`config.mk`:
```
export PLATFORM = sky130hd
export DESIGN_NAME = spectral_peak_picker
export DESIGN_NICKNAME = d
export VERILOG_FILES = /design/src/rtl/spp_pkg.sv /design/src/rtl/spp_detect.sv /design/src/rtl/spp_cell.sv /design/src/rtl/spectral_peak_picker.sv
export SDC_FILE = /design/constraint.sdc
export NUM_CORES = 2
export LEC_CHECK = 0
export BUFFER_PORTS_ARGS = -buffer_cell sky130_fd_sc_hd__buf_2
export CAP_MARGIN = 20
export CORE_MARGIN = 2
export CORE_UTILIZATION = 42
export DETAILED_ROUTE_END_ITERATION = 16
export PLACE_DENSITY = 0.6
export RECOVER_POWER = 100
export SYNTH_ARGS = -nofsm -noshare
export SYNTH_HDL_FRONTEND = slang
export SYNTH_SLANG_ARGS = --single-unit
export TNS_END_PERCENT = 50
```
`constraint.sdc`:
```
create_clock -name clk -period 19.9 [get_ports clk]
set_input_delay 3.98 -clock clk [delete_from_list [all_inputs] [get_ports clk]]
set_output_delay 3.98 -clock clk [all_outputs]
set_load 0.02 [all_outputs]
```
`src/rtl/spp_pkg.sv`:
```
// shared types and constants of the spectral peak picker
`default_nettype none

package spp_pkg;

    localparam int MAX_PEAKS = 8;
    localparam int MAX_BINS  = 4096;
    localparam int BIN_W     = $clog2(MAX_BINS);
    localparam int HELD_W    = $clog2(MAX_PEAKS + 1);
    localparam int MAG_W     = 32;
    localparam int PHASE_W   = 16;
    localparam int TOTAL_W   = 4;

    typedef struct packed {
        logic [MAG_W-1:0]          bin_magnitude;
        logic signed [PHASE_W-1:0] bin_phase;
        logic                      last_bin;
    } spp_in_t;

    typedef struct packed {
        logic [BIN_W-1:0]          peak_bin;
        logic [MAG_W-1:0]          peak_magnitude;
        logic signed [PHASE_W-1:0] peak_phase;
        logic                      peak_present;
        logic [TOTAL_W-1:0]        peak_total;
        logic                      last_peak;
    } spp_out_t;

    typedef struct packed {
        logic [BIN_W-1:0]          bin;
        logic [MAG_W-1:0]          mag;
        logic signed [PHASE_W-1:0] phase;
    } spp_entry_t;

    typedef struct packed {
        logic       hit;
        spp_entry_t entry;
    } spp_cand_t;

    typedef struct packed {
        logic insert;
        logic shift;
    } spp_cell_ctl_t;

    typedef enum logic [0:0] {
        ST_RUN,
        ST_DRAIN
    } spp_state_t;

endpackage

`default_nettype wire

```
`src/rtl/spp_detect.sv`:
```
// three-bin window, bin counter and local-maximum test
`default_nettype none

module spp_detect (
    input  wire logic                         clk,
    input  wire logic                         rst_n,
    input  wire logic                         accept,
    input  wire spp_pkg::spp_in_t             bin_in,
    input  wire logic [spp_pkg::MAG_W-1:0]    threshold,
    output spp_pkg::spp_cand_t                cand
);

    logic [spp_pkg::MAG_W-1:0]          prior_mag_reg, prior_mag_next;
    logic [spp_pkg::MAG_W-1:0]          older_mag_reg, older_mag_next;
    logic signed [spp_pkg::PHASE_W-1:0] prior_phase_reg, prior_phase_next;
    logic [spp_pkg::BIN_W-1:0]          count_reg, count_next;

    always_comb
    begin
        cand.hit = (count_reg >= spp_pkg::BIN_W'(2))
                   && (prior_mag_reg > threshold)
                   && (prior_mag_reg > older_mag_reg)
                   && (prior_mag_reg > bin_in.bin_magnitude);
        cand.entry.bin   = count_reg - spp_pkg::BIN_W'(1);
        cand.entry.mag   = prior_mag_reg;
        cand.entry.phase = prior_phase_reg;
    end

    always_comb
    begin
        prior_mag_next   = prior_mag_reg;
        older_mag_next   = older_mag_reg;
        prior_phase_next = prior_phase_reg;
        count_next       = count_reg;
        if (accept)
        begin
            if (bin_in.last_bin)
            begin
                prior_mag_next   = '0;
                older_mag_next   = '0;
                prior_phase_next = '0;
                count_next       = '0;
            end
            else
            begin
                older_mag_next   = prior_mag_reg;
                prior_mag_next   = bin_in.bin_magnitude;
                prior_phase_next = bin_in.bin_phase;
                if (count_reg != spp_pkg::BIN_W'(spp_pkg::MAX_BINS - 1))
                begin
                    count_next = count_reg + spp_pkg::BIN_W'(1);
                end
            end
        end
    end

    always_ff @(posedge clk or negedge rst_n)
    begin
        if (!rst_n)
        begin
            prior_mag_reg   <= '0;
            older_mag_reg   <= '0;
            prior_phase_reg <= '0;
            count_reg       <= '0;
        end
        else
        begin
            prior_mag_reg   <= prior_mag_next;
            older_mag_reg   <= older_mag_next;
            prior_phase_reg <= prior_phase_next;
            count_reg       <= count_next;
        end
    end

endmodule

`default_nettype wire

```
`src/rtl/spp_cell.sv`:
```
// one slot of the sorted peak chain
`default_nettype none

module spp_cell (
    input  wire logic                  clk,
    input  wire spp_pkg::spp_cell_ctl_t ctl,
    input  wire spp_pkg::spp_entry_t   new_entry,
    input  wire spp_pkg::spp_entry_t   left_entry,
    input  wire spp_pkg::spp_entry_t   right_entry,
    input  wire logic                  occupied,
    input  wire logic                  left_keep,
    output spp_pkg::spp_entry_t        entry,
    output logic                       keep
);

    spp_pkg::spp_entry_t entry_reg, entry_next;

    assign entry = entry_reg;
    // equal magnitudes stay ahead of the newcomer
    assign keep  = occupied && (entry_reg.mag >= new_entry.mag);

    always_comb
    begin
        entry_next = entry_reg;
        if (ctl.insert && !keep)
        begin
            entry_next = left_keep ? new_entry : left_entry;
        end
        else if (ctl.shift)
        begin
            entry_next = right_entry;
        end
    end

    always_ff @(posedge clk)
    begin
        entry_reg <= entry_next;
    end

endmodule

`default_nettype wire

```
`src/rtl/spectral_peak_picker.sv`:
```
// top level of the spectral peak picker
`default_nettype none

// Streams one spectrum bin per request and accepts a bin every cycle while a
// frame is running; a found peak is sorted into a chain of MAX_PEAKS cells in
// the same cycle, so the bin stream never waits on an insertion. The bin
// marked last_bin ends the frame: input then stalls while the chain shifts
// its peaks out through the output register, one per cycle when the output
// side takes them. An empty frame yields a single request with peak_present
// low. Peaks come out in descending magnitude, equal magnitudes in frequency
// order; only the first MAX_PEAKS peaks of a frame are kept and the bin
// index saturates.

module spectral_peak_picker (
    input  wire logic                      clk,
    input  wire logic                      rst_n,
    input  wire logic                      cfg_wr_en,
    input  wire logic [spp_pkg::MAG_W-1:0] cfg_wr_data,
    input  wire logic                      in_valid,
    output logic                           in_stall,
    input  wire spp_pkg::spp_in_t          in_data,
    output logic                           out_valid,
    input  wire logic                      out_stall,
    output spp_pkg::spp_out_t              out_data
);

    spp_pkg::spp_state_t state_reg, state_next;

    logic [spp_pkg::MAG_W-1:0]  thr_reg;
    logic [spp_pkg::HELD_W-1:0] held_reg, held_next;
    logic [spp_pkg::HELD_W-1:0] total_reg, total_next;
    logic                       empty_reg, empty_next;
    logic                       out_valid_reg, out_valid_next;
    spp_pkg::spp_out_t          out_reg, out_item;

    logic                       in_accept;
    logic                       frame_end;
    logic                       do_insert;
    logic                       out_load;
    logic                       do_shift;
    logic [spp_pkg::HELD_W-1:0] held_ins;

    spp_pkg::spp_cand_t     cand;
    spp_pkg::spp_cell_ctl_t cell_ctl;
    spp_pkg::spp_entry_t    cell_entry [spp_pkg::MAX_PEAKS];
    logic                   cell_keep  [spp_pkg::MAX_PEAKS];

    assign in_accept = in_valid && !in_stall;
    assign frame_end = in_accept && in_data.last_bin;
    assign do_insert = in_accept && cand.hit
                       && (held_reg < spp_pkg::HELD_W'(spp_pkg::MAX_PEAKS));
    assign held_ins  = held_reg + spp_pkg::HELD_W'(do_insert);
    assign do_shift  = out_load && !empty_reg;

    assign cell_ctl.insert = do_insert;
    assign cell_ctl.shift  = do_shift;

    assign out_valid = out_valid_reg;
    assign out_data  = out_reg;

    spp_detect u_detect (
        .clk       (clk),
        .rst_n     (rst_n),
        .accept    (in_accept),
        .bin_in    (in_data),
        .threshold (thr_reg),
        .cand      (cand)
    );

    for (genvar i = 0; i < spp_pkg::MAX_PEAKS; i++)
    begin : g_cell
        spp_pkg::spp_entry_t left_e;
        spp_pkg::spp_entry_t right_e;
        logic                left_k;

        if (i == 0)
        begin : g_first
            assign left_e = cand.entry;
            assign left_k = 1'b1;
        end
        else
        begin : g_inner
            assign left_e = cell_entry[i-1];
            assign left_k = cell_keep[i-1];
        end

        if (i == spp_pkg::MAX_PEAKS - 1)
        begin : g_last
            assign right_e = '0;
        end
        else
        begin : g_mid
            assign right_e = cell_entry[i+1];
        end

        spp_cell u_cell (
            .clk         (clk),
            .ctl         (cell_ctl),
            .new_entry   (cand.entry),
            .left_entry  (left_e),
            .right_entry (right_e),
            .occupied    (held_reg > spp_pkg::HELD_W'(i)),
            .left_keep   (left_k),
            .entry       (cell_entry[i]),
            .keep        (cell_keep[i])
        );
    end

    always_comb
    begin
        state_next = state_reg;
        unique case (state_reg)
            spp_pkg::ST_RUN:
            begin
                if (frame_end)
                begin
                    state_next = spp_pkg::ST_DRAIN;
                end
            end
            spp_pkg::ST_DRAIN:
            begin
                if (out_load && (empty_reg || (held_reg == spp_pkg::HELD_W'(1))))
                begin
                    state_next = spp_pkg::ST_RUN;
                end
            end
            default:
            begin
                state_next = spp_pkg::ST_RUN;
            end
        endcase
    end

    always_comb
    begin
        in_stall = 1'b0;
        out_load = 1'b0;
        unique case (state_reg)
            spp_pkg::ST_RUN:
            begin
                in_stall = 1'b0;
            end
            spp_pkg::ST_DRAIN:
            begin
                in_stall = 1'b1;
                out_load = !out_valid_reg || !out_stall;
            end
            default:
            begin
                in_stall = 1'b1;
            end
        endcase
    end

    always_comb
    begin
        out_item = '0;
        if (empty_reg)
        begin
            out_item.last_peak = 1'b1;
        end
        else
        begin
            out_item.peak_bin       = cell_entry[0].bin;
            out_item.peak_magnitude = cell_entry[0].mag;
            out_item.peak_phase     = cell_entry[0].phase;
            out_item.peak_present   = 1'b1;
            out_item.peak_total     = spp_pkg::TOTAL_W'(total_reg);
            out_item.last_peak      = (held_reg == spp_pkg::HELD_W'(1));
        end
    end

    always_comb
    begin
        held_next      = held_reg;
        total_next     = total_reg;
        empty_next     = empty_reg;
        out_valid_next = out_valid_reg;
        if (do_insert)
        begin
            held_next = held_ins;
        end
        else if (do_shift)
        begin
            held_next = held_reg - spp_pkg::HELD_W'(1);
        end
        if (frame_end)
        begin
            total_next = held_ins;
            empty_next = (held_ins == '0);
        end
        if (out_load)
        begin
            out_valid_next = 1'b1;
        end
        else if (!out_stall)
        begin
            out_valid_next = 1'b0;
        end
    end

    always_ff @(posedge clk or negedge rst_n)
    begin
        if (!rst_n)
        begin
            state_reg     <= spp_pkg::ST_RUN;
            thr_reg       <= '0;
            held_reg      <= '0;
            total_reg     <= '0;
            empty_reg     <= 1'b0;
            out_valid_reg <= 1'b0;
        end
        else
        begin
            state_reg     <= state_next;
            held_reg      <= held_next;
            total_reg     <= total_next;
            empty_reg     <= empty_next;
            out_valid_reg <= out_valid_next;
            if (cfg_wr_en)
            begin
                thr_reg <= cfg_wr_data;
            end
        end
    end

    always_ff @(posedge clk)
    begin
        if (out_load)
        begin
            out_reg <= out_item;
        end
    end

endmodule

`default_nettype wire

```
# Word level (Yosys, flattened, before mapping)
# Cells that the tools add are included.
[word_totals]
register_bits = 681
input_bits = 86
output_inout_bits = 68
elab_cells = 158
[op_classes]
n_lt_le_gt_ge = 21
reduce_logical = 51
add_sub_neg = 4
n_eq_ne = 3
bitwise = 1
muxes = 38
[op_table]
columns = ["cell", "count"]
rows = [
  ["60-bit two-way mux", 23],
  ["32-bit >= comparator", 8],
  ["32-bit > comparator", 3],
  ["32-bit two-way mux", 2],
  ["1-bit logical AND", 25],
  ["12-bit two-way mux", 2],
  ["2-bit nonzero test", 10],
  ["4-bit by 3-bit > comparator with 1-bit output (second input constant)", 4],
  ["16-bit two-way mux", 1],
  ["12-bit by 1-bit adder with 12-bit output (second input constant)", 1],
  ["12-bit by 2-bit >= comparator with 1-bit output (second input constant)", 1],
  ["1-bit zero test", 12],
  ["12-bit inequality test (second input constant)", 1],
  ["12-bit by 1-bit subtractor with 12-bit output (second input constant)", 1],
  ["4-bit by 1-bit > comparator with 1-bit output (second input constant)", 2],
  ["4-bit by 2-bit > comparator with 1-bit output (second input constant)", 2],
  ["4-bit two-way mux", 2],
  ["1-bit two-way mux", 5],
  ["5-bit two-way mux", 1],
  ["4-bit by 1-bit adder with 4-bit output", 1],
  ["4-bit by 1-bit equality test with 1-bit output (second input constant)", 1],
  ["4-bit zero test", 1],
  ["4-bit < comparator (second input constant)", 1],
  ["1-bit one-hot mux with 2 select lines", 2],
  ["other kinds (5)", 6],
]

# Longest topological paths before layout
[logic_depth]
word_depth = 8
mapped_depth = 18
ltp_nobuf = 15

# Cells and area by module
# From an unflattened synthesis, not the netlist that was laid out.
[hier_totals]
cells_unflattened = 3508
area_unflattened_um2 = 43518.0
[modules_own_cells]
columns = ["module", "area_each_um2", "seq_area_each_um2", "n_inst", "cells_each"]
rows = [
  ["spp_cell", 4083.9, 1801.7, 8, 310],
  ["spp_detect", 6530.0, 2302.2, 1, 749],
  ["spectral_peak_picker", 4316.6, 3057.9, 1, 279],
]

# Worst setup path after synthesis
# No wires, ideal clock.
[synth_path]
path_type = "input to register"
startpoint = "input in_data[38] (netlist bit)"
endpoint = "register g_cell[1].u_cell.entry_reg, in the netlist g_cell[1].u_cell.entry[0] (enable)"
setup_time_ns = 0.561
arrival_ns = 9.885
setup_slack_ns = 9.454
n_path_buf = 3
required_ns = 19.339
path_stages = 12
path_cell_list = "inv_1 > ha_1 > and4_1 > nor4bb_1 > and3_1 > nor3_1 > o311a_1 > nand4_1 > buf_4 > buf_2 > buf_2 > o21ai_0"
[synth_between]
elab_chain_len = 6
[synth_rtl]
columns = ["item", "line", "source"]
rows = [
  ["start, declared", "spectral_peak_picker.sv:21", "input wire spp_pkg::spp_in_t in_data,"],
  ["32-bit > comparator", "spp_detect.sv:23", "&& (prior_mag_reg > bin_in.bin_magnitude);"],
  ["1-bit logical AND", "spp_detect.sv:23", ""],
  ["1-bit logical AND", "spectral_peak_picker.sv:50", "assign do_insert = in_accept && cand.hit"],
  ["1-bit logical AND", "spectral_peak_picker.sv:51", "&& (held_reg < spp_pkg::HELD_W'(spp_pkg::MAX_PEAKS));"],
  ["1-bit logical AND", "spp_cell.sv:25", "if (ctl.insert && !keep)"],
  ["2-bit nonzero test (no source line)", "--", ""],
  ["end signal, assigned", "spp_cell.sv:37", "entry_reg <= entry_next;"],
  ["end, declared", "spp_cell.sv:16", "spp_pkg::spp_entry_t entry_reg, entry_next;"],
]
# No other way between the ends.
# A chain may end at the register's enable or synchronous reset.

# Worst setup path in the final report
[layout_path]
startpoint = "input in_data[44] (netlist bit)"
endpoint = "register g_cell[2].u_cell.entry_reg, in the netlist g_cell[2].u_cell.entry[16] (enable)"
[layout_between]
elab_chain_len = 6
[layout_rtl]
columns = ["item", "line"]
rows = [
  ["32-bit > comparator", "spp_detect.sv:23"],
  ["1-bit logical AND", "spp_detect.sv:23"],
  ["1-bit logical AND", "spectral_peak_picker.sv:50"],
  ["1-bit logical AND", "spectral_peak_picker.sv:51"],
  ["1-bit logical AND", "spp_cell.sv:25"],
  ["2-bit nonzero test (no source line)", "--"],
  ["end signal, assigned", "spp_cell.sv:37"],
  ["end, declared", "spp_cell.sv:16"],
]
# No other way between the ends.

==> impl_metrics.csv <==
group,metric,value,unit
worst_setup_path,critPathMaxFanout,110,
synthesis,synth_seq_area_share,49.6,%
hold_path,hold_path_class,"flip-flop to flip-flop",
grt,grt_pass1_wl,168,mm
pwr,p_total,8150,uW
pwr,power.leakage,0.0174,uW
detailed_routing,wire_per_inst,23.4,um
outcome,violations,"capacitance limit, slew limit",
clock_tree,numCtsBuffers,80,
final_layout,syn2layout_area_growth,11.0,%
worst_setup_path,crit_required,19480,ps
sta,setup_tns,0,ps
place,hpwl,72.2,mm
clock_tree,cts_tree,"yes",
clock_tree,clk_latency,650,ps
synthesis,syn_nets,3644,
worst_setup_path,r2r_slack,8900,ps
clock_tree,ctsHoldBuffers,0,
detailed_routing,drc,0,
final_layout,final-seq-area,19800,sq um
flow_run,drv_cap,14,
sta,fin_skew,32.3,ps
floorplan,initial_core_util,42.6,%
floorplan,io_pins,154,
final_layout,fin_area,44300,sq um
clock_tree,clkTransAtPathRegs,50,ps
synthesis,yosys-top-cells-area,"edfxtp_1 (41%), ha_1 (10%), mux2_1 (10%)",
synthesis,async_flop_share,19.8,%
hold_path,min_to,"u_detect.older_mag_reg[25]",
pwr,power_density,184,nW/um^2
sta,slew_headroom,-348,%
hold_path,worstHoldStart,"u_detect.older_mag_reg[25]",
synthesis,synth_commonest_cells,"edfxtp_1 (546), mux2_1 (354), ha_1 (330)",
worst_setup_path,end_kind,"flip-flop",
detailed_routing,via_per_inst,5.59,
grt,antenna_found_initial,2,
floorplan,dieArea,97400,sq um
sta,max_freq,75.4,MHz
synthesis,syn_area_per_cell,12.3,sq um
sta,hold_viol,0,
synthesis,netlist_area,39900,sq um
final_layout,fin_nets,3759,
clock_tree,cts_setup_buffers,0,
detailed_routing,first_pass_iters,5,
grt,grt_usage,22.4,%
synthesis,ys_ff_latch,681,
sta,post-route-min-period,13260,ps
final_layout,largest_register_ffs,480,
detailed_routing,ant_nets,0,
final_layout,fillCellCount,8651,
detailed_routing,drt-initial-drc-count,1929,
floorplan,coreArea,93600,sq um
grt,grt_pass1_vias,26900,
synthesis,synth_top_area_share,41.1,%
sta,setup_viol,0,
worst_setup_path,worstPathArrival,12840,ps
sta,drv_slew,817,
final_layout,drive_above_1_share,16.6,%
sta,worst_pin_slew,6720,ps
worst_setup_path,rr_endpoint,"g_cell[2].u_cell.entry[16]",
grt,grt_max_degree,111,
clock_tree,clock-sinks,681,
synthesis,synth_most_common_cell,"edfxtp_1",
floorplan,die_h,312,um
clock_tree,cts_buffer_depth,3,
place,gp_congestion,0.846,
floorplan,die_w,312,um
place,post_dp_cell_area,41800,sq um
detailed_routing,totalWireLength,109,mm
clock_tree,cts_root_buffer,"clkbuf_16",
pwr,ir_drop,0.000142,V
synthesis,ys.flop_type,"edfxtp_1",
synthesis,synth_warnings,0,
hold_path,holdPathStages,2,
detailed_routing,vias,26100,
synthesis,yosysTopAreaCell,"edfxtp_1",
clock_tree,htreeDepth,3,
floorplan,std_cell_rows,112,
final_layout,multi_input_area,18800,sq um
worst_setup_path,r2r_cells,10,
grt,grt-ovfl-total,0,
synthesis,synth.distinct_cells,63,
worst_setup_path,cp-start-kind,"primary input",
synthesis,synth_edf_count,546,
worst_setup_path,worstSetupPathType,"primary input to flip-flop",
synthesis,synthCells,3228,
place,io_buffers,153,
outcome,status,"finished, violations left",
worst_setup_path,timing.rr.start,"u_detect.prior_mag_reg[9]",
sta,layout_worst_path_cycle_share,66.6,%
clock_tree,ctsResizeCount,0,
sta,grt_setup_unrepaired,"no",
[stage by stage]
step                      hold slack, ps  utilization (%)  cells  setup slack [ps]
after floorplan                      438                -   3228              9450
after global placement               459             44.7   4514             11740
after detailed placement             466             44.7   4514             11640
after CTS                            479             47.5   4662             12320
after global routing                 503             47.3   4663              6110
final                                477             47.3   4664              6640
[metal layers]
layer  share of wire (%)  up-vias  track usage, %
met4                 2.7        0            6.76
met2                  46      596            36.6
met3                 4.7      154            3.23
met1                  46    13000            30.8
li1                    -    12300               -
met5                   0        -               0
[worst max-delay path, stage by stage]
cell and delay, ps:
buf_2 70, inv_1 40, ha_1 310, nand4_1 220, nor4bb_1 460, and3_1 270
nor3_1 50, o311a_1 140, nand4_1 90, clkbuf_1 4660, nand2b_1 450, nand2_1 1920
[logic make-up (layout without fill, tap and decap cells)]
kind of cell / count (synthesis) / count (layout) / share of synthesized area, %
compound gates: 521 / 521 / 7.97
buf+inv: 312 / 493 / 3.59
flops: 681 / 681 / 49.6
other cells: 0 / 1 / 0
simple gates: 621 / 621 / 7.27
mux: 741 / 741 / 20.7
xor+xnor: 22 / 22 / 0.483
fa+ha+maj: 330 / 330 / 10.4
[how the worst max path moves through the flow]
stage                                 endpoint  slack, ps        start  cells after the start
floorplan            g_cell[1].u_cell.entry[0]       9450  in_data[38]                     12
global placement    g_cell[1].u_cell.entry[33]      11740  in_data[30]                     13
detailed placement  g_cell[1].u_cell.entry[33]      11640  in_data[44]                     12
CTS                 g_cell[1].u_cell.entry[47]      12320  in_data[31]                     13
global route        g_cell[2].u_cell.entry[16]       6110  in_data[44]                     12
finish              g_cell[2].u_cell.entry[16]       6640  in_data[44]                     12
[power breakdown]
part | leakage [uW] | total [uW] | internal [uW] | switching, uW
combinational | 0.00919 | 3750 | 1550 | 2200
clock | 0.00127 | 1480 | 855 | 622
sequential | 0.00695 | 2930 | 2440 | 484
total | 0.0174 | 8150 | 4850 | 3300
[cells in the final DEF, fill, tap and decap left out, types with 7 or more instances in the layout]
cell and instances:
edfxtp_1 546, mux2_1 354, ha_1 330, mux2_2 312
nand2_1 256, o21ai_0 241, inv_1 149, dfrtp_1 135
nor2_1 133, clkbuf_1 101, buf_2 83, clkbuf_16 82
a21oi_1 75, mux2i_1 75, nor2b_1 68, o31ai_1 64
nand4_1 43, a21o_1 34, buf_4 32, nand3_1 31
a211oi_1 27, nor3_1 17, xor2_1 17, and4_1 16
o211ai_1 15, clkinv_1 14, and3_1 12, clkinv_2 12
nand2b_1 10, clkbuf_8 8, a2111oi_0 7, a221oi_1 7
[layout make-up]
cell class,instances,area share (%)
antenna,1,0.00565
clock buffer,110,5.06
clock inverter,38,0.797
inverter,149,1.26
multi-input combinational,2235,42.5
sequential,681,44.7
tap,1254,3.55
timing repair buffer,196,2.17
Power figures use the tool's default switching activity.
